`config.mk`:
```
export PLATFORM = sky130hd
export DESIGN_NAME = ps2_keyboard_decoder_top
export DESIGN_NICKNAME = d
export VERILOG_FILES = /design/src/rtl/ps2kd_pkg.sv /design/src/rtl/ps2_keyboard_decoder_top.sv /design/src/rtl/ps2kd_ram.sv /design/src/rtl/ps2kd_front.sv /design/src/rtl/ps2kd_queue.sv /design/src/rtl/ps2kd_back.sv
export SDC_FILE = /design/constraint.sdc
export NUM_CORES = 2
export LEC_CHECK = 0
export BUFFER_PORTS_ARGS = -buffer_cell sky130_fd_sc_hd__buf_2
export CAP_MARGIN = 15
export CORE_AREA = 2 2 269 324
export CTS_BUF_LIST = sky130_fd_sc_hd__clkbuf_4 sky130_fd_sc_hd__clkbuf_8
export DETAILED_ROUTE_END_ITERATION = 16
export DIE_AREA = 0 0 271 326
export PLACE_DENSITY = 0.75
export RECOVER_POWER = 50
export SLEW_MARGIN = 10
export SYNTH_ARGS = -nofsm -noshare
export SYNTH_HDL_FRONTEND = slang
export SYNTH_SLANG_ARGS = --single-unit
```
`constraint.sdc`:
```
create_clock -name i_clk -period 30.4 [get_ports i_clk]
set_input_delay 6.08 -clock i_clk [delete_from_list [all_inputs] [get_ports i_clk]]
set_output_delay 6.08 -clock i_clk [all_outputs]
set_load 0.005 [all_outputs]
```
`src/rtl/ps2kd_pkg.sv`:
```
// ----------------------------------------------------------------------------
// ps2kd_pkg
// Shared types, codes and the scan code set 2 ASCII table for the decoder.
// ----------------------------------------------------------------------------
package ps2kd_pkg;

    localparam logic [1:0] MODE_SCAN  = 2'd0;
    localparam logic [1:0] MODE_TEST  = 2'd1;
    localparam logic [1:0] MODE_CLEAR = 2'd2;

    localparam logic [7:0] CODE_BREAK = 8'hF0;
    localparam logic [7:0] CODE_EXT   = 8'hE0;
    localparam logic [7:0] CODE_CAPS  = 8'h58;
    localparam logic [7:0] CODE_SCRL  = 8'h7E;
    localparam logic [7:0] CODE_NUM   = 8'h77;
    localparam logic [7:0] CODE_LSHF  = 8'h12;
    localparam logic [7:0] CODE_RSHF  = 8'h59;
    localparam logic [7:0] CMD_LEDS   = 8'hED;
    localparam logic [2:0] LED_CAPS   = 3'h4;
    localparam logic [2:0] LED_SCRL   = 3'h1;
    localparam logic [2:0] LED_NUM    = 3'h2;

    localparam int KEY_SLOTS = 256;
    localparam int SLOT_W    = 8;

    typedef enum logic [1:0] {
        KIND_CHAR = 2'd0,
        KIND_SEND = 2'd1,
        KIND_STAT = 2'd2
    } t_kind;

    typedef enum logic [2:0] {
        OP_NONE,
        OP_MAKE,
        OP_BREAK,
        OP_TEST,
        OP_CLEAR
    } t_op;

    typedef enum logic [1:0] {
        RES_NONE,
        RES_CHAR,
        RES_LED,
        RES_STAT
    } t_res;

    typedef struct packed {
        logic [1:0] mode;
        logic [7:0] scan_byte;
        logic [7:0] key_index;
    } t_in_item;

    typedef struct packed {
        t_kind      kind;
        logic [7:0] value;
        logic       last;
    } t_out_item;

    // Decoded work handed from the front to the back.
    typedef struct packed {
        t_op               op;
        logic [SLOT_W-1:0] slot;
        t_res              res;
        logic [7:0]        val;
    } t_cmd;

    function automatic logic [7:0] ascii_lookup(input logic shifted, input logic [6:0] code);
        logic [7:0] ch;
        ch = 8'h00;
        case (code)
            7'h0D: ch = shifted ? 8'h08 : 8'h09;
            7'h15: ch = shifted ? 8'h51 : 8'h71;
            7'h16: ch = shifted ? 8'h21 : 8'h31;
            7'h1A: ch = shifted ? 8'h5A : 8'h7A;
            7'h1B: ch = shifted ? 8'h53 : 8'h73;
            7'h1C: ch = shifted ? 8'h41 : 8'h61;
            7'h1D: ch = shifted ? 8'h57 : 8'h77;
            7'h1E: ch = shifted ? 8'h22 : 8'h32;
            7'h21: ch = shifted ? 8'h43 : 8'h63;
            7'h22: ch = shifted ? 8'h58 : 8'h78;
            7'h23: ch = shifted ? 8'h44 : 8'h64;
            7'h24: ch = shifted ? 8'h45 : 8'h65;
            7'h25: ch = shifted ? 8'h24 : 8'h34;
            7'h26: ch = shifted ? 8'hA3 : 8'h33;
            7'h29: ch = 8'h20;
            7'h2A: ch = shifted ? 8'h56 : 8'h76;
            7'h2B: ch = shifted ? 8'h46 : 8'h66;
            7'h2C: ch = shifted ? 8'h54 : 8'h74;
            7'h2D: ch = shifted ? 8'h52 : 8'h72;
            7'h2E: ch = shifted ? 8'h25 : 8'h35;
            7'h31: ch = shifted ? 8'h4E : 8'h6E;
            7'h32: ch = shifted ? 8'h42 : 8'h62;
            7'h33: ch = shifted ? 8'h48 : 8'h68;
            7'h34: ch = shifted ? 8'h47 : 8'h67;
            7'h35: ch = shifted ? 8'h59 : 8'h79;
            7'h36: ch = shifted ? 8'h5E : 8'h36;
            7'h3A: ch = shifted ? 8'h4D : 8'h6D;
            7'h3B: ch = shifted ? 8'h4A : 8'h6A;
            7'h3C: ch = shifted ? 8'h55 : 8'h75;
            7'h3D: ch = shifted ? 8'h26 : 8'h37;
            7'h3E: ch = shifted ? 8'h2A : 8'h38;
            7'h41: ch = shifted ? 8'h3C : 8'h2C;
            7'h42: ch = shifted ? 8'h4B : 8'h6B;
            7'h43: ch = shifted ? 8'h49 : 8'h69;
            7'h44: ch = shifted ? 8'h4F : 8'h6F;
            7'h45: ch = shifted ? 8'h29 : 8'h30;
            7'h46: ch = shifted ? 8'h28 : 8'h39;
            7'h49: ch = shifted ? 8'h3E : 8'h2E;
            7'h4A: ch = shifted ? 8'h3F : 8'h2F;
            7'h4B: ch = shifted ? 8'h4C : 8'h6C;
            7'h4C: ch = shifted ? 8'h3A : 8'h3B;
            7'h4D: ch = shifted ? 8'h50 : 8'h70;
            7'h4E: ch = shifted ? 8'h5F : 8'h2D;
            7'h52: ch = shifted ? 8'h3F : 8'h27;
            7'h54: ch = shifted ? 8'h7B : 8'h5B;
            7'h55: ch = shifted ? 8'h2B : 8'h3D;
            7'h5A: ch = 8'h0A;
            7'h5B: ch = shifted ? 8'h7D : 8'h5D;
            7'h5D: ch = shifted ? 8'h7E : 8'h23;
            7'h66: ch = shifted ? 8'h09 : 8'h08;
            // keypad: same in both planes
            7'h69: ch = 8'h31;
            7'h6B: ch = 8'h34;
            7'h6C: ch = 8'h37;
            7'h70: ch = 8'h30;
            7'h71: ch = 8'h2E;
            7'h72: ch = 8'h32;
            7'h73: ch = 8'h35;
            7'h74: ch = 8'h36;
            7'h75: ch = 8'h38;
            7'h76: ch = 8'h1B;
            7'h79: ch = 8'h2B;
            7'h7A: ch = 8'h33;
            7'h7C: ch = 8'h2A;
            7'h7D: ch = 8'h39;
            default: ch = 8'h00;
        endcase
        return ch;
    endfunction

endpackage

```
`src/rtl/ps2_keyboard_decoder_top.sv`:
```
// ----------------------------------------------------------------------------
// ps2_keyboard_decoder_top
// PS/2 scan code set 2 decoder with key status table and lock LED control.
// ----------------------------------------------------------------------------
// Flow: an accepted item is written into the queue and popped from it into the
// result register once that register is free; the result is shown from there.
// Throughput: one item per cycle while o_stall is low; a lock key item holds the
// result register for both bytes it sends, the LED command and then the LED byte.
// Reset: synchronous, active low; clears prefix, shift and LED state, the queue
// and the per-slot valid bits, so the key table reads as all zero at once.
// ----------------------------------------------------------------------------
module ps2_keyboard_decoder_top (
    input  logic                 i_clk,
    input  logic                 i_rst_n,
    input  logic                 i_valid,
    input  ps2kd_pkg::t_in_item  i_data,
    output logic                 o_stall,
    output logic                 o_valid,
    output ps2kd_pkg::t_out_item o_data,
    input  logic                 i_stall
);

    logic            q_push, q_pop, q_valid, q_full;
    ps2kd_pkg::t_cmd f_cmd, q_cmd;

    // stall the input only when the queue has no room
    assign o_stall = q_full;

    // front: decode each item and update prefix, shift and LED state in order
    ps2kd_front u_front (
        .i_clk  (i_clk),
        .i_rst_n(i_rst_n),
        .i_valid(i_valid),
        .i_data (i_data),
        .i_full (q_full),
        .o_push (q_push),
        .o_cmd  (f_cmd)
    );

    // hold decoded commands so each side can stall on its own
    ps2kd_queue u_queue (
        .i_clk  (i_clk),
        .i_rst_n(i_rst_n),
        .i_push (q_push),
        .i_cmd  (f_cmd),
        .i_pop  (q_pop),
        .o_valid(q_valid),
        .o_full (q_full),
        .o_cmd  (q_cmd)
    );

    // back: update the key table and deliver result items
    ps2kd_back u_back (
        .i_clk      (i_clk),
        .i_rst_n    (i_rst_n),
        .i_cmd_valid(q_valid),
        .i_cmd      (q_cmd),
        .o_pop      (q_pop),
        .o_valid    (o_valid),
        .o_data     (o_data),
        .i_stall    (i_stall)
    );

endmodule

```
`src/rtl/ps2kd_ram.sv`:
```
// ----------------------------------------------------------------------------
// ps2kd_ram
// Generic single-write, single-read RAM with registered, read-first output.
// ----------------------------------------------------------------------------
module ps2kd_ram #(
    parameter int WIDTH = 1,
    parameter int DEPTH = 256
) (
    input  logic                     i_clk,
    input  logic                     i_we,
    input  logic [$clog2(DEPTH)-1:0] i_waddr,
    input  logic [WIDTH-1:0]         i_wdata,
    input  logic                     i_re,
    input  logic [$clog2(DEPTH)-1:0] i_raddr,
    output logic [WIDTH-1:0]         o_rdata
);

    logic [WIDTH-1:0] r_mem [DEPTH];
    logic [WIDTH-1:0] r_rdata;

    always_ff @(posedge i_clk) begin
        if (i_we) begin
            r_mem[i_waddr] <= i_wdata;
        end
        if (i_re) begin
            r_rdata <= r_mem[i_raddr];
        end
    end

    assign o_rdata = r_rdata;

endmodule

```
`src/rtl/ps2kd_front.sv`:
```
// ----------------------------------------------------------------------------
// ps2kd_front
// Accept items, track prefix, shift and LED state, and issue table commands.
// ----------------------------------------------------------------------------
module ps2kd_front (
    input  logic                i_clk,
    input  logic                i_rst_n,
    input  logic                i_valid,
    input  ps2kd_pkg::t_in_item i_data,
    input  logic                i_full,
    output logic                o_push,
    output ps2kd_pkg::t_cmd     o_cmd
);

    logic       r_brk, r_ext, r_shift;
    logic [2:0] r_leds;
    logic       n_brk, n_ext, n_shift;
    logic [2:0] n_leds;
    logic       acc;
    logic [7:0] code;
    logic [7:0] ch;
    logic [2:0] toggle;
    ps2kd_pkg::t_cmd cmd;

    assign acc  = i_valid && !i_full;
    assign code = i_data.scan_byte;
    assign ch   = ps2kd_pkg::ascii_lookup(r_shift || r_leds[2], code[6:0]);

    always_comb begin
        n_brk   = r_brk;
        n_ext   = r_ext;
        n_shift = r_shift;
        n_leds  = r_leds;
        toggle  = 3'd0;
        cmd.op   = ps2kd_pkg::OP_NONE;
        cmd.slot = i_data.key_index;
        cmd.res  = ps2kd_pkg::RES_NONE;
        cmd.val  = 8'd0;
        case (i_data.mode)
            ps2kd_pkg::MODE_SCAN: begin
                if (code == ps2kd_pkg::CODE_BREAK) begin
                    n_brk = 1'b1;
                end else if (code == ps2kd_pkg::CODE_EXT) begin
                    n_ext = 1'b1;
                end else begin
                    n_brk    = 1'b0;
                    n_ext    = 1'b0;
                    cmd.slot = r_ext ? (code + 8'd128) : code;
                    if (r_brk) begin
                        cmd.op = ps2kd_pkg::OP_BREAK;
                        if (code == ps2kd_pkg::CODE_LSHF || code == ps2kd_pkg::CODE_RSHF) begin
                            n_shift = 1'b0;
                        end
                    end else begin
                        cmd.op = ps2kd_pkg::OP_MAKE;
                        if (!r_ext && !code[7] && ch != 8'd0) begin
                            cmd.res = ps2kd_pkg::RES_CHAR;
                            cmd.val = ch;
                        end else begin
                            case (code)
                                ps2kd_pkg::CODE_CAPS: toggle  = ps2kd_pkg::LED_CAPS;
                                ps2kd_pkg::CODE_SCRL: toggle  = ps2kd_pkg::LED_SCRL;
                                ps2kd_pkg::CODE_NUM:  toggle  = ps2kd_pkg::LED_NUM;
                                ps2kd_pkg::CODE_LSHF: n_shift = 1'b1;
                                ps2kd_pkg::CODE_RSHF: n_shift = 1'b1;
                                default: toggle = 3'd0;
                            endcase
                            if (toggle != 3'd0) begin
                                n_leds  = r_leds ^ toggle;
                                cmd.res = ps2kd_pkg::RES_LED;
                                cmd.val = {5'd0, n_leds};
                            end
                        end
                    end
                end
            end
            ps2kd_pkg::MODE_TEST: begin
                cmd.op  = ps2kd_pkg::OP_TEST;
                cmd.res = ps2kd_pkg::RES_STAT;
            end
            ps2kd_pkg::MODE_CLEAR: begin
                cmd.op = ps2kd_pkg::OP_CLEAR;
            end
            default: cmd.op = ps2kd_pkg::OP_NONE;
        endcase
    end

    always_ff @(posedge i_clk) begin
        if (!i_rst_n) begin
            r_brk   <= 1'b0;
            r_ext   <= 1'b0;
            r_shift <= 1'b0;
            r_leds  <= 3'd0;
        end else if (acc) begin
            r_brk   <= n_brk;
            r_ext   <= n_ext;
            r_shift <= n_shift;
            r_leds  <= n_leds;
        end
    end

    assign o_push = acc && (cmd.op != ps2kd_pkg::OP_NONE);
    assign o_cmd  = cmd;

endmodule

```
`src/rtl/ps2kd_queue.sv`:
```
// ----------------------------------------------------------------------------
// ps2kd_queue
// Two-entry command queue between the front and the back.
// ----------------------------------------------------------------------------
module ps2kd_queue (
    input  logic            i_clk,
    input  logic            i_rst_n,
    input  logic            i_push,
    input  ps2kd_pkg::t_cmd i_cmd,
    input  logic            i_pop,
    output logic            o_valid,
    output logic            o_full,
    output ps2kd_pkg::t_cmd o_cmd
);

    ps2kd_pkg::t_cmd r_mem [2];
    logic            r_wp, r_rp;
    logic [1:0]      r_cnt;

    always_ff @(posedge i_clk) begin
        if (i_push) begin
            r_mem[r_wp] <= i_cmd;
        end
        if (!i_rst_n) begin
            r_wp  <= 1'b0;
            r_rp  <= 1'b0;
            r_cnt <= 2'd0;
        end else begin
            if (i_push) begin
                r_wp <= !r_wp;
            end
            if (i_pop) begin
                r_rp <= !r_rp;
            end
            r_cnt <= r_cnt + {1'b0, i_push} - {1'b0, i_pop};
        end
    end

    assign o_valid = (r_cnt != 2'd0);
    assign o_full  = (r_cnt == 2'd2);
    assign o_cmd   = r_mem[r_rp];

endmodule

```
`src/rtl/ps2kd_back.sv`:
```
// ----------------------------------------------------------------------------
// ps2kd_back
// Carry out key table commands and drive the result register.
// ----------------------------------------------------------------------------
module ps2kd_back (
    input  logic                 i_clk,
    input  logic                 i_rst_n,
    input  logic                 i_cmd_valid,
    input  ps2kd_pkg::t_cmd      i_cmd,
    output logic                 o_pop,
    output logic                 o_valid,
    output ps2kd_pkg::t_out_item o_data,
    input  logic                 i_stall
);

    // held and sticky bits live in separate stores so every write is blind;
    // one valid bit per slot marks slots written since the last clear, and the
    // first write to a slot fills both stores so the bit covers the pair
    logic [ps2kd_pkg::KEY_SLOTS-1:0] r_vld;
    logic            r_vq;
    logic            held_rd, stky_rd;
    logic            held_we, stky_we, wd_set, is_test, is_make, is_break, vld_now;
    logic            r_y_valid, r_y_phase;
    ps2kd_pkg::t_res r_y_res;
    logic [7:0]      r_y_val;
    logic            out_acc, out_last, y_free;

    assign is_test  = (i_cmd.op == ps2kd_pkg::OP_TEST);
    assign is_make  = (i_cmd.op == ps2kd_pkg::OP_MAKE);
    assign is_break = (i_cmd.op == ps2kd_pkg::OP_BREAK);
    assign vld_now  = r_vld[i_cmd.slot];
    assign wd_set   = is_make;
    assign held_we  = o_pop && (is_make || is_break || (is_test && !vld_now));
    assign stky_we  = o_pop && (is_make || is_test || (is_break && !vld_now));

    ps2kd_ram #(.WIDTH(1), .DEPTH(ps2kd_pkg::KEY_SLOTS)) u_held (
        .i_clk  (i_clk),
        .i_we   (held_we),
        .i_waddr(i_cmd.slot),
        .i_wdata(wd_set),
        .i_re   (o_pop && is_test),
        .i_raddr(i_cmd.slot),
        .o_rdata(held_rd)
    );

    ps2kd_ram #(.WIDTH(1), .DEPTH(ps2kd_pkg::KEY_SLOTS)) u_stky (
        .i_clk  (i_clk),
        .i_we   (stky_we),
        .i_waddr(i_cmd.slot),
        .i_wdata(wd_set),
        .i_re   (o_pop && is_test),
        .i_raddr(i_cmd.slot),
        .o_rdata(stky_rd)
    );

    assign out_last = (r_y_res == ps2kd_pkg::RES_LED) ? r_y_phase : 1'b1;
    assign out_acc  = r_y_valid && !i_stall;
    assign y_free   = !r_y_valid || (out_acc && out_last);
    assign o_pop    = i_cmd_valid && y_free;

    always_ff @(posedge i_clk) begin
        if (o_pop && is_test) begin
            r_vq <= vld_now;
        end
        if (o_pop) begin
            r_y_res <= i_cmd.res;
            r_y_val <= i_cmd.val;
        end
        if (!i_rst_n) begin
            r_vld     <= '0;
            r_y_valid <= 1'b0;
            r_y_phase <= 1'b0;
        end else begin
            if (o_pop && i_cmd.op == ps2kd_pkg::OP_CLEAR) begin
                r_vld <= '0;
            end else if (o_pop && (is_make || is_break || is_test)) begin
                r_vld[i_cmd.slot] <= 1'b1;
            end
            if (o_pop) begin
                r_y_valid <= (i_cmd.res != ps2kd_pkg::RES_NONE);
                r_y_phase <= 1'b0;
            end else if (out_acc && out_last) begin
                r_y_valid <= 1'b0;
            end else if (out_acc) begin
                r_y_phase <= 1'b1;
            end
        end
    end

    always_comb begin
        o_data.last = out_last;
        case (r_y_res)
            ps2kd_pkg::RES_LED: begin
                o_data.kind  = ps2kd_pkg::KIND_SEND;
                o_data.value = r_y_phase ? r_y_val : ps2kd_pkg::CMD_LEDS;
            end
            ps2kd_pkg::RES_STAT: begin
                o_data.kind  = ps2kd_pkg::KIND_STAT;
                o_data.value = {6'd0, stky_rd && r_vq, held_rd && r_vq};
            end
            default: begin
                o_data.kind  = ps2kd_pkg::KIND_CHAR;
                o_data.value = r_y_val;
            end
        endcase
    end

    assign o_valid = r_y_valid;

endmodule

```
==> metrics.md <==
| Metric | Value |
|---|---|
| Synth Instances | `around 3,700` |
| R2R Setup Slk | `between 10 and 15 ns` |
| Post-route clock period utilization | `between 50% and 60%` |
| Post-CTS Setup Inserts | `0` |
| Wire per inst | `between 20 and 25 um` |
| Port bufs | `34` |
| Sink Count | `836` |
| Vias/cell | `roughly 6.3` |
| Main combinational cell family by area after synthesis | `simple AND/OR/NAND/NOR gates` |
| Critical Path RT | `between 30 and 40 ns` |
| Violated checks | `capacitance limit, slew limit` |
| Die Span X | `271 um` |
| CP max FO | `between 200 and 250` |
| First-pass GRT wire length | `170,000 um` |
| Post-synthesis mux area share | `7.58%` |
| Die ar. | `between 0.08 and 0.09 mm2` |
| Slew @ Worst Pin | `8.78 ns` |
| Cell variety after synth | `75` |
| Yosys top cell by area | `edfxtp_1` |
| Clock Pin Slew Worst Setup and Hold Paths | `about 0.060 ns` |
| Reg2reg end | `u_back.u_stky.r_mem[175]` |
| Syn_area_per_cell | `~11 um2` |
| Max_slew headroom | `-486%` |
| Critical Path Start Type | `flop` |
| Max Clock Freq | `56.2 MHz` |
| Pwr Density | `approximately 67 mW/mm2` |
| Worst VDD drop | `0.0000676 V` |
| CTS tree | `yes` |
| Leak Pwr | `about 14 nW` |
| Max-cap violations | `28` |
| Total power draw | `slightly below 0.003 W` |
| #FFs+latches synth | `836` |
| Ranking of synthesized cells by area | `edfxtp_1 (42%), dfxtp_1 (13%), mux4_2 (7.1%)` |
| Starting density of the core | `between 40% and 50%` |
| TritonRoute pass-1 iters | `10` |
| Later-pin clock latency in the skew report | `about 0.79 ns` |
| Main synth FF type | `edfxtp_1` |
| H-tree levels | `3` |
| Post-CTS Hold Buffers | `0` |
| Post-Synth XOR/XNOR Area | `0.303%` |
| Compound-Gate Fraction of Synth Area | `approximately 15%` |
| Clock skew | `roughly 0.037 ns` |
| Final Hold Viols | `0` |
| Unrepaired setup endpoints after global routing | `no` |
| TNS Setup | `0 ns` |
| Post-CTS Resized | `0` |
| DRC | `0` |
| Vias in the first global route | `29,100` |
| Die span in y | `approximately 330 um` |
| Post-Synth Simple-Gate Area | `17.5%` |
| Post-route ant nets | `0` |
| Status | `complete, but fails checks` |
| Fin cells | `about 4,800` |
| Total track usage | `24.7%` |
| Fin crit period | `around 18 ns` |
| Share of layout cells above drive strength 1 | `15.1%` |
| Largest net degree at the start of global routing | `approximately 210` |
| Final HPWL DP | `62,300 um` |
| Asr flop ratio synth | `0%` |
| Critical path type | `flop to flop` |
| Post-Synth Adder-Cell Area | `less than 1%` |
| Num CTS Buffers | `between 100 and 150` |
| # rows | `between 100 and 150` |
| Clock buffer depth | `3` |
| GP Congestion | `0.965` |
| Hold WC Path Type | `flop to flop` |
| Initial antenna violation count | `3` |
| Crit path to | `u_back.u_stky.r_mem[175]` |
| Worst reg2reg path depth | `12` |
| Crit path DAT | `roughly 18 ns` |
| Vias | `30,200` |
| Final design utilization | `around half` |
| Area share of the largest cell type after synthesis | `approximately 42%` |
| Post-Syn Nets | `roughly 3,700` |
| Top Ports | `35` |
| Post-synthesis sequential area ratio | `approximately 55%` |
| Placed Instances | `4,592` |
| 1st-iter DRT viols | `between 3,000 and 4,000` |
| Grt ovf | `0` |
| Synth Warn # | `0` |
| CTS Root Cell | `clkbuf_8` |
| Syn Std Cell Area | `roughly 0.040 mm2` |
| Post-synth EDFFs | `567` |
| Total Wirelength | `112,000 um` |
| Max Slew Vio Count | `approximately 1,700` |
| Area added between synthesis and finish | `7.90%` |
| Worst setup EP type | `flop` |
| Core footprint | `roughly 0.085 mm2` |
| Layout net count | `around 3,600` |
| Final Setup Violations | `0` |
## how the worst min path moves through the flow
stage / startpoint / endpoint / cells after the start
2_1_floorplan: u_back.r_vld[103] / u_back.r_vld[103] / 2
3_3_place_gp: u_back.r_vld[195] / u_back.r_vld[195] / 1
3_5_place_dp: u_back.r_vld[235] / u_back.r_vld[235] / 1
4_1_cts: u_back.r_vld[159] / u_back.r_vld[159] / 2
5_1_grt: u_back.r_vld[159] / u_back.r_vld[159] / 2
6_report: u_back.r_vld[223] / u_back.r_vld[223] / 1
## power breakdown
part,internal (W),switching (W)
combinational,0.000206,0.000463
sequential,0.00129,0.0000123
clock,0.000530,0.000435
total,0.00202,0.000910
## final cells by class
| class | instances | area (um2) |
|---|---|---|
| Fill cell | 7382 | 41800 |
| Sequential cell | 836 | 22400 |
| Multi-Input combinational cell | 2474 | 16400 |
| Clock buffer | 180 | 2150 |
| Tap cell | 1140 | 1430 |
| Timing Repair Buffer | 118 | 697 |
| Clock inverter | 48 | 463 |
| Inverter | 26 | 97.6 |
| Antenna cell | 2 | 5.00 |
## kinds of logic (layout without fill, tap and decap cells)
logic type      count (synthesis)  count (layout)
compound gates                865             865
flops                         836             836
simple gates                 1446            1446
buf+inv                       411             372
fa+ha+maj                       4               4
xor+xnor                       14              14
other cells                     0               2
mux                           145             145
## per-layer routing
metal / vias to the layer above / GRT usage (%) / part of all wire (%)
met4: 4 / 13.4 / 5.4
met5: - / 0 / 0.019
met1: 14800 / 31.0 / 38
met3: 383 / 4.04 / 8.3
met2: 1518 / 40.9 / 48
li1: 13400 / - / -
## placed cells by master, fill, tap and decap left out, types with 20 or more instances in the layout
cell / count
nor2_1: 694
edfxtp_1: 567
dfxtp_1: 269
nand2_1: 266
a21oi_1: 252
o21a_1: 140
mux4_2: 128
clkbuf_8: 128
nor3_1: 109
o21ai_0: 96
nand2b_1: 87
a22oi_1: 70
nor4bb_1: 64
a21boi_0: 63
o41ai_1: 62
nand4b_1: 61
nor3_2: 57
clkbuf_4: 52
buf_4: 50
a31o_1: 41
clkbuf_1: 35
buf_2: 31
inv_1: 26
a31o_2: 25
clkinv_1: 20
## critical path, cell delays in order, from the launching register on
cell       delay (ns)
dfxtp_1          0.89
clkbuf_1         5.99
nor3b_1          0.55
clkbuf_1         2.32
o21a_1           0.35
o41ai_1          0.10
a41oi_1          0.46
a2111oi_0        0.20
nand4_1          0.34
and2_0           2.43
buf_4            0.77
clkbuf_1         2.54
nor2_1           0.25
## registers in the layout (all words and copies together), names as in the netlist, named ones only
signal and count:
u_back.r_vld 256, u_back.u_held.r_mem 256, u_back.u_stky.r_mem 256, u_queue.r_mem 42
u_back.r_y_val 8, u_front.r_leds 3, u_back.r_y_res 2, u_queue.r_cnt 2
u_back.o_valid 1, u_back.r_vq 1, u_back.r_y_phase 1, u_back.u_held.o_rdata 1
u_back.u_stky.o_rdata 1, u_front.r_brk 1, u_front.r_ext 1, u_front.r_shift 1
u_queue.r_rp 1, u_queue.r_wp 1
## stage by stage
stage	setup slack [ns]	hold WS [ns]	instance area, um2
6_report	12.60	0.460	43700
5_1_grt	11.65	0.475	43700
4_1_cts	22.03	0.461	43800
3_5_place_dp	21.22	0.447	41200
3_3_place_gp	21.19	0.440	41200
2_1_floorplan	14.62	0.430	40500
## Yosys cell counts (6+ instances only)
cell and number:
nor2_1 707, edfxtp_1 567, dfxtp_1 269, nand2_1 266, a21oi_1 252, clkbuf_1 231, o21a_1 140, mux4_2 128
nor3_1 110, buf_2 96, o21ai_0 95, nand2b_1 88, a22oi_1 70, nor4bb_1 64, a21boi_0 63, o41ai_1 62
nand4b_1 61, nor3_2 56, a31o_1 41, buf_1 30, inv_1 26, a31o_2 25, nor2b_1 19, o22ai_1 19
and2_1 17, buf_6 17, a41oi_1 14, mux2_2 12, nand3_1 11, xnor2_1 11, buf_4 10, nor4_1 10
o32ai_1 9, or2_2 9, a31oi_1 7, a32oi_1 7, nand4_1 7, o21ai_1 7, a2111oi_0 6, a22o_1 6
No activity file was read; power rests on OpenSTA's default activity.
